<file path="config.mk">
export PLATFORM = sky130hd
export DESIGN_NAME = line_position_error_estimator_flat
export DESIGN_NICKNAME = d
export VERILOG_FILES = /design/src/rtl/lpe_pkg.sv /design/src/rtl/lpe_in_if.sv /design/src/rtl/lpe_out_if.sv /design/src/rtl/line_position_error_estimator.sv /design/src/flat_wrapper.sv
export SDC_FILE = /design/constraint.sdc
export NUM_CORES = 1
export LEC_CHECK = 0
export ABC_AREA = 1
export BUFFER_PORTS_ARGS = -buffer_cell sky130_fd_sc_hd__buf_2
export CORE_ASPECT_RATIO = 0.75
export CORE_UTILIZATION = 55
export DETAILED_ROUTE_END_ITERATION = 12
export GPL_TIMING_DRIVEN = 0
export PLACE_DENSITY = 0.76
export SYNTH_ARGS = -nofsm -noshare
export SYNTH_HDL_FRONTEND = slang
export SYNTH_SLANG_ARGS = --single-unit
</file>
<file path="constraint.sdc">
create_clock -name clk -period 2.79 [get_ports clk]
set_input_delay 0 -clock clk [delete_from_list [all_inputs] [get_ports clk]]
set_output_delay 0 -clock clk [all_outputs]
set_load 0.01 [all_outputs]
</file>
<file path="src/rtl/lpe_pkg.sv">
// Shared widths, register indexes, reset values and the lane weight table
// for the line position error estimator. No dependencies.
package lpe_pkg;

	localparam int SENSOR_LANES_DEF = 8;
	localparam int SENSOR_LANES_MAX = 16;
	localparam int LANE_IDX_W       = 4;

	localparam int INPUT_W = 8;
	localparam int ERR_W   = 16;
	localparam int MAG_W   = 15;
	localparam int SUM_W   = 8;
	localparam int CNT_W   = 4;
	localparam int FRAC_W  = 8;
	localparam int STEP_W  = 4;

	localparam int CFG_W     = 15;
	localparam int CFG_IDX_W = 2;

	localparam logic [CFG_IDX_W-1:0] REG_LOST_THRESHOLD = 2'd0;
	localparam logic [CFG_IDX_W-1:0] REG_DRIFT_STEP     = 2'd1;
	localparam logic [CFG_IDX_W-1:0] REG_ERROR_LIMIT    = 2'd2;

	localparam logic [CFG_W-1:0] LOST_THRESHOLD_RST = 15'd512;
	localparam logic [CFG_W-1:0] DRIFT_STEP_RST     = 15'd128;
	localparam logic [CFG_W-1:0] ERROR_LIMIT_RST    = 15'd25600;

	function automatic logic signed [SUM_W-1:0] lane_weight(input logic [LANE_IDX_W-1:0] lane);
		logic signed [SUM_W-1:0] w;
		unique case (lane)
			4'd0:    w = 8'sd30;
			4'd1:    w = 8'sd20;
			4'd2:    w = 8'sd10;
			4'd3:    w = 8'sd5;
			4'd4:    w = -8'sd5;
			4'd5:    w = -8'sd10;
			4'd6:    w = -8'sd20;
			4'd7:    w = -8'sd30;
			default: w = 8'sd0;
		endcase
		return w;
	endfunction

endpackage

</file>
<file path="src/rtl/lpe_in_if.sv">
// Scan channel: one word of line detector bits with valid/ready.
// Depends on lpe_pkg.
interface lpe_in_if;
	logic                         valid;
	logic                         ready;
	logic [lpe_pkg::INPUT_W-1:0]  sensor_bits;

	modport source (output valid, output sensor_bits, input ready);
	modport sink   (input valid, input sensor_bits, output ready);
endinterface

</file>
<file path="src/rtl/lpe_out_if.sv">
// Result channel: signed Q8.8 position error and line found flag with valid/ready.
// Depends on lpe_pkg.
interface lpe_out_if;
	logic                              valid;
	logic                              ready;
	logic signed [lpe_pkg::ERR_W-1:0]  position_error;
	logic                              line_found;

	modport source (output valid, output position_error, output line_found, input ready);
	modport sink   (input valid, input position_error, input line_found, output ready);
endinterface

</file>
<file path="src/rtl/line_position_error_estimator.sv">
// Line position error estimator: serial weighted centroid over the sensor lanes,
// bit-serial restoring divide, and held error drift when the line is lost.
// Depends on lpe_pkg, lpe_in_if, lpe_out_if.
//
//   channel  dir  payload                          transfer
//   scan     in   sensor_bits[7:0]                 valid & ready
//   result   out  position_error[15:0], line_found valid & ready
//   cfg      in   cfg_index[1:0], cfg_data[14:0]   cfg_we
//
// A word is accumulated one lane per cycle (ST_ACC) and checked (ST_CHK); when a line
// is seen, ST_DIV forms 15 quotient bits one per cycle, and when no sensor is lit,
// ST_DRIFT drifts the held error instead; ST_APPLY then writes the result.
// Reset clears the held error and loads the register defaults.
// A pending result does not block acceptance; the next result waits for it.
module line_position_error_estimator #(
	parameter int SENSOR_LANES = lpe_pkg::SENSOR_LANES_DEF
) (
	input  logic                            clk,
	input  logic                            arst_n,
	lpe_in_if.sink                          scan,
	lpe_out_if.source                       result,
	input  logic                            cfg_we,
	input  logic [lpe_pkg::CFG_IDX_W-1:0]   cfg_index,
	input  logic [lpe_pkg::CFG_W-1:0]       cfg_data
);

	localparam int LANE_W = $clog2(SENSOR_LANES);
	localparam logic [LANE_W-1:0] LAST_LANE = LANE_W'(SENSOR_LANES - 1);
	localparam logic [lpe_pkg::STEP_W-1:0] LAST_STEP = lpe_pkg::STEP_W'(lpe_pkg::MAG_W - 1);

	typedef enum logic [2:0] {
		ST_IDLE,
		ST_ACC,
		ST_CHK,
		ST_DIV,
		ST_DRIFT,
		ST_APPLY
	} state_t;

	state_t                              state_q;
	logic [SENSOR_LANES-1:0]             lanes_q;
	logic [LANE_W-1:0]                   lane_q;
	logic signed [lpe_pkg::SUM_W-1:0]    sum_q;
	logic [lpe_pkg::CNT_W-1:0]           cnt_q;
	logic [lpe_pkg::MAG_W-1:0]           div_q;
	logic [lpe_pkg::CNT_W-1:0]           rem_q;
	logic [lpe_pkg::STEP_W-1:0]          step_q;
	logic [lpe_pkg::MAG_W-1:0]           mag_q;
	logic                                neg_q;
	logic                                found_q;
	logic signed [lpe_pkg::ERR_W-1:0]    held_q;
	logic                                out_valid_q;
	logic                                out_found_q;

	logic [lpe_pkg::CFG_W-1:0]           thr_q;
	logic [lpe_pkg::CFG_W-1:0]           dstep_q;
	logic [lpe_pkg::CFG_W-1:0]           limit_q;

	logic [SENSOR_LANES-1:0]             lanes_in;
	logic signed [lpe_pkg::SUM_W-1:0]    lane_w;
	logic [lpe_pkg::SUM_W-1:0]           abs_sum;
	logic [lpe_pkg::ERR_W-1:0]           abs_held;
	logic [lpe_pkg::CNT_W:0]             rem_sh;
	logic                                qbit;
	logic [lpe_pkg::CNT_W-1:0]           rem_next;
	logic [lpe_pkg::MAG_W-1:0]           div_next;
	logic [lpe_pkg::MAG_W:0]             grown;
	logic [lpe_pkg::MAG_W-1:0]           drift_mag;
	logic [lpe_pkg::ERR_W-1:0]           signed_mag;
	logic                                scan_acc;

	genvar gi;
	generate
		for (gi = 0; gi < SENSOR_LANES; gi++) begin : g_lane
			if (gi < lpe_pkg::INPUT_W) begin : g_used
				assign lanes_in[gi] = scan.sensor_bits[gi];
			end else begin : g_unused
				assign lanes_in[gi] = 1'b0;
			end
		end
	endgenerate

	assign scan.ready = (state_q == ST_IDLE);
	assign scan_acc   = scan.valid && scan.ready;

	assign result.valid          = out_valid_q;
	assign result.position_error = held_q;
	assign result.line_found     = out_found_q;

	assign lane_w   = lpe_pkg::lane_weight(lpe_pkg::LANE_IDX_W'(lane_q));
	assign abs_sum  = sum_q[lpe_pkg::SUM_W-1] ? lpe_pkg::SUM_W'(-sum_q) : sum_q;
	assign abs_held = held_q[lpe_pkg::ERR_W-1] ? lpe_pkg::ERR_W'(-held_q) : held_q;

	assign rem_sh   = {rem_q, div_q[lpe_pkg::MAG_W-1]};
	assign qbit     = (rem_sh >= {1'b0, cnt_q});
	assign rem_next = qbit ? lpe_pkg::CNT_W'(rem_sh - {1'b0, cnt_q})
	                       : lpe_pkg::CNT_W'(rem_sh);
	assign div_next = {div_q[lpe_pkg::MAG_W-2:0], qbit};

	assign grown = {1'b0, mag_q} + {1'b0, dstep_q};

	always_comb begin
		drift_mag = mag_q;
		if (mag_q > thr_q) begin
			if (grown > {1'b0, limit_q}) begin
				drift_mag = (mag_q > limit_q) ? mag_q : limit_q;
			end else begin
				drift_mag = grown[lpe_pkg::MAG_W-1:0];
			end
		end
	end

	assign signed_mag = neg_q ? lpe_pkg::ERR_W'(-{1'b0, mag_q}) : {1'b0, mag_q};

	always_ff @(posedge clk or negedge arst_n) begin
		if (!arst_n) begin
			thr_q   <= lpe_pkg::LOST_THRESHOLD_RST;
			dstep_q <= lpe_pkg::DRIFT_STEP_RST;
			limit_q <= lpe_pkg::ERROR_LIMIT_RST;
		end else if (cfg_we) begin
			unique case (cfg_index)
				lpe_pkg::REG_LOST_THRESHOLD: thr_q   <= cfg_data;
				lpe_pkg::REG_DRIFT_STEP:     dstep_q <= cfg_data;
				lpe_pkg::REG_ERROR_LIMIT:    limit_q <= cfg_data;
				default: ;
			endcase
		end
	end

	always_ff @(posedge clk or negedge arst_n) begin
		if (!arst_n) begin
			state_q     <= ST_IDLE;
			held_q      <= '0;
			out_valid_q <= 1'b0;
			out_found_q <= 1'b0;
			lanes_q     <= '0;
			lane_q      <= '0;
			sum_q       <= '0;
			cnt_q       <= '0;
			div_q       <= '0;
			rem_q       <= '0;
			step_q      <= '0;
			mag_q       <= '0;
			neg_q       <= 1'b0;
			found_q     <= 1'b0;
		end else begin
			if (out_valid_q && result.ready && state_q != ST_APPLY) begin
				out_valid_q <= 1'b0;
			end
			unique case (state_q)
				ST_IDLE: begin
					if (scan_acc) begin
						lanes_q <= lanes_in;
						lane_q  <= '0;
						sum_q   <= '0;
						cnt_q   <= '0;
						state_q <= ST_ACC;
					end
				end
				ST_ACC: begin
					if (lanes_q[0]) begin
						sum_q <= sum_q + lane_w;
						cnt_q <= cnt_q + 1'b1;
					end
					lanes_q <= lanes_q >> 1;
					lane_q  <= lane_q + 1'b1;
					if (lane_q == LAST_LANE) begin
						state_q <= ST_CHK;
					end
				end
				ST_CHK: begin
					found_q <= (cnt_q != '0);
					if (cnt_q == '0) begin
						mag_q   <= abs_held[lpe_pkg::MAG_W-1:0];
						neg_q   <= held_q[lpe_pkg::ERR_W-1];
						state_q <= ST_DRIFT;
					end else begin
						div_q   <= {abs_sum[lpe_pkg::MAG_W-lpe_pkg::FRAC_W-1:0],
						            lpe_pkg::FRAC_W'(0)};
						rem_q   <= '0;
						step_q  <= '0;
						neg_q   <= sum_q[lpe_pkg::SUM_W-1];
						state_q <= ST_DIV;
					end
				end
				ST_DIV: begin
					div_q  <= div_next;
					rem_q  <= rem_next;
					step_q <= step_q + 1'b1;
					if (step_q == LAST_STEP) begin
						mag_q   <= div_next;
						state_q <= ST_APPLY;
					end
				end
				ST_DRIFT: begin
					mag_q   <= drift_mag;
					state_q <= ST_APPLY;
				end
				ST_APPLY: begin
					if (!out_valid_q || result.ready) begin
						held_q      <= signed_mag;
						out_found_q <= found_q;
						out_valid_q <= 1'b1;
						state_q     <= ST_IDLE;
					end
				end
				default: state_q <= ST_IDLE;
			endcase
		end
	end

endmodule
</file>
<file path="src/flat_wrapper.sv">
// flat-port wrapper written by rule: the top's interface ports become plain ports
module line_position_error_estimator_flat 
#(
	parameter int SENSOR_LANES = lpe_pkg::SENSOR_LANES_DEF
)
  (clk, arst_n, cfg_we, cfg_index, cfg_data, scan_valid, scan_sensor_bits, scan_ready, result_valid, result_position_error, result_line_found, result_ready);
  lpe_in_if scan_i ();
  lpe_out_if result_i ();
  input  logic clk;
  input  logic arst_n;
  input  logic cfg_we;
  input  logic [lpe_pkg::CFG_IDX_W-1:0] cfg_index;
  input  logic [lpe_pkg::CFG_W-1:0] cfg_data;
  input wire logic [$bits(scan_i.valid)-1:0] scan_valid;
  input wire logic [$bits(scan_i.sensor_bits)-1:0] scan_sensor_bits;
  output wire logic [$bits(scan_i.ready)-1:0] scan_ready;
  output wire logic [$bits(result_i.valid)-1:0] result_valid;
  output wire logic [$bits(result_i.position_error)-1:0] result_position_error;
  output wire logic [$bits(result_i.line_found)-1:0] result_line_found;
  input wire logic [$bits(result_i.ready)-1:0] result_ready;
  assign scan_i.valid = scan_valid;
  assign scan_i.sensor_bits = scan_sensor_bits;
  assign scan_ready = scan_i.ready;
  assign result_valid = result_i.valid;
  assign result_position_error = result_i.position_error;
  assign result_line_found = result_i.line_found;
  assign result_i.ready = result_ready;
  line_position_error_estimator #(.SENSOR_LANES(SENSOR_LANES)) u_core (.clk(clk), .arst_n(arst_n), .scan(scan_i), .result(result_i), .cfg_we(cfg_we), .cfg_index(cfg_index), .cfg_data(cfg_data));
endmodule
</file>
==> metrics, run 1 <==
routed vias=8,743; crit-path leading delay family=simple AND/OR/NAND/NOR gates; Worst path max stage delay=0.37 ns; Root Driver=clkbuf_16; Crit path arrival time=3.52 ns; hold slack=0.0877 ns; unrepaired setup endpoints after global routing=yes; power per cell area=1260 mW/mm2; power share of the combinational group=0.614; final core utilization=0.713; DR DRC count=0; Top Ports=49; largest fanout on the critical path=7; DR vias/cell=5.58; Clock power frac=0.169; Starting DRT DRC Count=860; layout net count=1,459; Tcrit/Tclk final=1.15; Critical Path Most Common Cell=nand2_2; Multi-input gate area=0.00556 mm2; WS Path Type=reg2reg; Setup crit end=u_core.mag_q[9]; fmax=312 MHz; Finished Layout Cells=1,567; FF/Latch Area=0.00325 mm2; total power=14.3 mW; Critical Path Slowest Stage Cell=dfrtp_1; Layout fillers=1,196; I/O Buffers=48; grt total ovfl=0; initial antenna violation count=0; fin crit period=3.21 ns; initial core utilization=0.562; Internal Pwr Total=7.47 mW; Buf/Inv on CP=4; Final Setup Violations=15; P_sw=6.82 mW; Worst Skew=0.00981 ns; part of the power in registers=0.217; cells on worst reg2reg path=23; final slew viol count=0; # clock sinks=129; DR WL/cell=16.7 um; post-synthesis cell area=0.00897 mm2; first-pass GRT wire length=40,100 um; Crit path required time=3.11 ns; setup TNS=-6.07 ns; CTS clk-pin slew, worst paths=0.06 ns; Netlist cell types=49; Static Leak=5.76 nW; wirelength, routed=26,200 um; hold crit path type=in2async; Seq/Total Area, Yosys=0.360; H-tree Lvls=4; run status=complete, but fails checks; syn_nets=1,332; final antenna-violating net count=0; Synth Register Bits=129; DP HPWL=18,000 um; Core Box Area=0.0160 mm2; Syn Inst Count=1,217; Synth Flop Type=dfrtp_1; setup ws final=-0.417 ns; RePlAce Congestion=0.885; Fin. Hold Viols=0; placed insts=1,476; die width=150 um; peak supply drop=0.641 mV; WP depth=23; total track usage=0.309; ys async rst share=1.00; EDFF count, synth=0; Worst-Skew Late Latency=0.43 ns; CTS Buf Count=17; Ant. Diodes=0; cells along the critical path=ha_2, inv_2, fa_2, inv_4, nand2_4, nand3_4, xor2_1, inv_1, ha_4, nand2_2, nor2_4, nand2_1, nand2_2, nand2_2, nand2_2, nand2_4, nand2_4, nand3_4, nand2_4, nor2_8, clkbuf_16, nand2_2, nand2_1; drt pass-1 iters=5; Clock Path Buffers=2; number of global-route vias before repair=7,950; startpoint types=flip-flop; placement row count=40; Die Y=113 um; area growth from synthesis to layout=26.8%; Avg Synthesized Cell Area=7.37 um2; Synthesis Warnings=0; layout cells sized above 1=0.220; die area=0.0168 mm2; Critical Path Start=u_core.mag_q[0]; pin count of the biggest net entering global routing=78; Sw Ratio=0.477; flop2flop setup slack=-0.42 ns; CP endpoint kind=flip-flop; Worst slew margin=0.549; Critical R2R Launch=u_core.mag_q[0]; terminus of the critical flop-to-flop path=u_core.mag_q[9]; failing checks=negative setup slack; Max Cap Violations=0; clock tree from TritonCTS=yes; Worst-Margin Slew=0.677 ns
cell families (layout without fill, tap and decap cells):
family | after synthesis | in the layout | synth area share
DFF | 129 | 129 | 0.360
AOI/OAI and AO/OA | 207 | 207 | 0.130
xor gates and xnor gates | 31 | 31 | 0.0303
buffers and inverters | 223 | 363 | 0.0959
and+or+nand+nor | 542 | 542 | 0.262
adders and majority gates | 85 | 85 | 0.121
layout make-up:
class                   count  area share
clock inverters            13      0.0162
flip-flops and latches    129       0.286
repair buffers            108      0.0704
plain buffers              27      0.0125
multi-input cells         865       0.489
well taps                 210      0.0231
clock buffers              19      0.0389
inverters                 196      0.0649
cells in the mapped netlist, drive strengths merged, types with 6 or more instances:
library cell | count | area share
a21oi | 49 | 0.030
buf | 6 | 0.0052
clkbuf | 21 | 0.0088
dfrtp | 124 | 0.35
ha | 82 | 0.11
inv | 194 | 0.081
nand2 | 355 | 0.15
nand3 | 80 | 0.046
nand4 | 15 | 0.010
nor2 | 71 | 0.034
nor3 | 10 | 0.0086
o211ai | 7 | 0.0074
o21ai | 118 | 0.066
o22ai | 12 | 0.0084
xnor2 | 7 | 0.0068
xor2 | 24 | 0.023
cells in the final DEF (no fill, tap or decap), types with 22 or more instances in the layout:
cell type | synthesis | final
nand3_1 | 79 | 67
dlygate4sd3_1 | 0 | 25
ha_4 | 0 | 22
nand2_2 | 11 | 42
inv_1 | 179 | 169
ha_1 | 82 | 59
nor2_1 | 64 | 53
inv_2 | 15 | 24
o21ai_0 | 108 | 108
nand2_1 | 342 | 301
buf_2 | 4 | 50
buf_4 | 0 | 32
xor2_1 | 24 | 22
a21oi_1 | 47 | 40
dfrtp_1 | 124 | 111
sequential cells by signal (all words and copies together), names as in the netlist:
register / flops
u_core.result.valid: 1
u_core.div_q: 15
u_core.lane_q: 3
u_core.sum_q: 8
u_core.thr_q: 15
u_core.dstep_q: 15
u_core.result.line_found: 1
u_core.found_q: 1
u_core.rem_q: 4
u_core.lanes_q: 8
u_core.cnt_q: 4
u_core.state_q: 3
u_core.step_q: 4
u_core.mag_q: 15
u_core.limit_q: 15
u_core.neg_q: 1
u_core.result.position_error: 16
metrics by stage:
| step | worst slack [ns] | instance area [um2] |
|---|---|---|
| 3_5_place_dp | -0.651 | 9620 |
| 3_3_place_gp | -0.632 | 9590 |
| 2_1_floorplan | -0.00459 | 9080 |
| 5_1_grt | -0.561 | 11400 |
| 6_report | -0.417 | 11400 |
| 4_1_cts | -0.382 | 10800 |
how the worst min path moves through the flow:
stage,from,end,depth (start not counted)
final,arst_n,u_core.step_q[2],2
after detailed placement,arst_n,u_core.step_q[2],1
after floorplan,arst_n,u_core.cnt_q[0],0
after CTS,arst_n,u_core.rem_q[3],2
after global routing,arst_n,u_core.step_q[2],2
after global placement,scan_sensor_bits[7],u_core.lanes_q[7],3
power groups by stage:
stage,Combinational [mW],Clock (mW),Sequential [mW]
after floorplan,5.11,0,2.99
after global placement,6.51,0,3.12
after detailed placement,6.70,0,3.13
after CTS,7.30,2.43,3.08
after global routing,9.70,2.51,3.17
final,8.78,2.41,3.10
routing by layer:
layer	GRT usage	share of wire	vias to the layer above
li1	-	-	4188
met1	0.467	0.47	4114
met2	0.442	0.43	389
met3	0.0780	0.089	52
met4	0.0619	0.016	0
met5	0	0	-
what timing repair did:
item,in CTS,in global routing
pin swaps,14,42
gates resized for setup,38,104
endpoints found under the hold margin,107,0
setup endpoints to repair,15,15
cloned,1,0
setup buffers,12,21
hold buffers,25,0
(Power assumes the default switching activity.)
==> inputs of run 2 (changes only) <==
- SETUP_SLACK_MARGIN: unset -> 0.4
==> run 2 against run 1 <==
Net effect:
- the flow still finishes with violations (negative setup slack)
- worst setup slack better by 0.0089 ns
- first-iteration DRC count is 0.81% higher
- wire length increased by 0.97%
- sequential share of layout area hardly changed
- total power rose by 1.7%
- largest power group unchanged
==> metrics, run 2 (synthesis results as in run 1) <==
M1 GR Usage=0.485 (+0.0182); layout net count=1,470 (+0.75%); DP HPWL=18,100 um (+0.67%); CTS clk-pin slew, worst paths=0.06 ns (about the same); wirelength, routed=26,400 um (+0.97%); Die Y=113 um (unchanged); Max Cap Violations=0 (unchanged); peak supply drop=0.595 mV (-7.1%); Worst-Margin Slew=0.679 ns (+0.00249 ns); unrepaired setup endpoints after global routing=yes; Starting DRT DRC Count=867 (+0.81%); commonest cells after routing, fill and taps aside=nand2_1, inv_1, dfrtp_1, o21ai_0, nand3_1; Core Box Area=0.0160 mm2 (unchanged); Top Ports=49 (unchanged); clock tree from TritonCTS=yes; Worst slew margin=0.547 (-0.00166); CP endpoint kind=flip-flop; final antenna-violating net count=0 (unchanged); first-pass GRT wire length=40,800 um (+1.7%); hold slack=0.0784 ns (-0.00933 ns); hold crit path type=in2reg; most common cell after layout, fill and taps aside=nand2_1; DR vias/cell=5.56 (-0.40%); pre-CTS setup slack=-0.664 ns (-0.0128 ns); final slew viol count=0 (unchanged); H-tree Lvls=4 (unchanged); Ant. Diodes=0 (unchanged); Static Leak=5.78 nW (+0.38%); die area=0.0168 mm2 (unchanged); max reg flops=16 (unchanged); layout cells sized above 1=0.220 (+0.000427); DR WL/cell=16.8 um (+0.27%); RePlAce Congestion=0.888 (+0.38%); Multi-input gate area=0.00546 mm2 (-1.8%); Crit path required time=3.11 ns (about the same); WS Path Type=reg2reg; # clock sinks=129 (unchanged); die width=150 um (unchanged); fin crit period=3.20 ns (-0.00888 ns); run status=complete, but fails checks; Crit path arrival time=3.52 ns (about the same); Worst-Skew Late Latency=0.44 ns (about the same); Fin. Hold Viols=0 (unchanged); Worst Skew=0.0115 ns (+0.00167 ns); initial antenna violation count=0 (unchanged); Root Driver=clkbuf_16; area growth from synthesis to layout=26.9% (about the same); Layout fillers=1,188 (-0.67%); pin count of the biggest net entering global routing=71 (-9.0%); largest fanout on the critical path=10 (+3); initial core utilization=0.562 (unchanged); power per cell area=1280 mW/mm2 (+1.7%); total track usage=0.316 (+0.00687); failing checks=negative setup slack; grt total ovfl=0 (unchanged); FF/Latch Area=0.00325 mm2 (unchanged); Clock Path Buffers=2 (unchanged); placement row count=40 (unchanged); fmax=313 MHz (+0.28%); DR DRC count=0 (unchanged); CTS Buf Count=17 (unchanged); M2 GR Usage=0.437 (-0.00494); busiest grt layer=met1; Tcrit/Tclk final=1.15 (-0.00318); Final Setup Violations=15 (unchanged); startpoint types=flip-flop; routed vias=8,769 (+0.30%); I/O Buffers=48 (unchanged); setup ws final=-0.408 ns (+0.00888 ns); drt pass-1 iters=5 (unchanged); total power=14.5 mW (+1.7%); met3 usage=0.0711 (-0.00691); number of global-route vias before repair=7,948 (-0.025%)
[run 2: final timing paths]
check / from / endpoint / cells after the start / slack (ns)
min reg2reg: u_core.lanes_q[1] / u_core.lanes_q[1] / 2 / 0.48
min in group asynchronous: arst_n / u_core.sum_q[1] / 2 / 0.11
max reg2reg: u_core.mag_q[10] / u_core.mag_q[13] / 20 / -0.41
min: scan_valid / u_core.state_q[1] / 5 / 0.08
max in group asynchronous: arst_n / u_core.dstep_q[7] / 3 / 1.90
max: u_core.mag_q[10] / u_core.mag_q[13] / 20 / -0.41
[run 2: where the power goes]
group / switching [mW] / leakage, nW / internal (mW)
registers: 0.612 / 1.63 / 2.48
clock network: 0.912 / 0.301 / 1.52
logic: 5.38 / 3.85 / 3.63
[run 2: per-stage QoR]
stage	cells	cell area, um2	utilization	TNS (ns)
detailed placement	1476	9640	0.604	-9.05
global placement	1475	9600	0.602	-19.03
global route	1578	11400	0.713	-7.90
CTS	1562	10900	0.684	-5.05
floorplan	1217	9100	-	-0.0271
finish	1578	11400	0.713	-5.90
[run 2: area by class of cell]
| class | count | share of cell area |
|---|---|---|
| plain buffers | 27 | 0.0125 |
| clock buffers | 20 | 0.0392 |
| clock inverters | 12 | 0.0158 |
| inverters | 196 | 0.0648 |
| multi-input cells | 865 | 0.479 |
| flip-flops and latches | 129 | 0.286 |
| well taps | 210 | 0.0231 |
| repair buffers | 119 | 0.0796 |
[run 2: what timing repair did]
action	4_1_cts	5_1_grt
hold buffers	25	0
endpoints found under the hold margin	114	0
pin swaps	11	39
buffers inserted	28	16
endpoints found under the setup margin	17	21
gates resized for setup	36	99
cloned	1	0
[run 2: critical path, stage by stage (launching register included)]
cell	delay [ns]
dfrtp_2	0.44
ha_4	0.31
nand2_1	0.12
nor2_2	0.21
and2_1	0.20
nand2_4	0.07
nand2_1	0.08
nand2_1	0.07
nand2_2	0.09
inv_2	0.05
ha_4	0.28
nand3_4	0.10
nor2_4	0.18
nand3_2	0.12
nand2_4	0.12
nand2_8	0.08
nand3_4	0.11
nand3b_4	0.13
buf_8	0.17
nand2_2	0.08
nand2_2	0.06
[run 2: per-layer routing]
layer	vias to the layer above	part of all wire
li1	4207	-
met4	0	0.025
met1	4099	0.47
met3	53	0.085
met2	410	0.42
met5	-	0
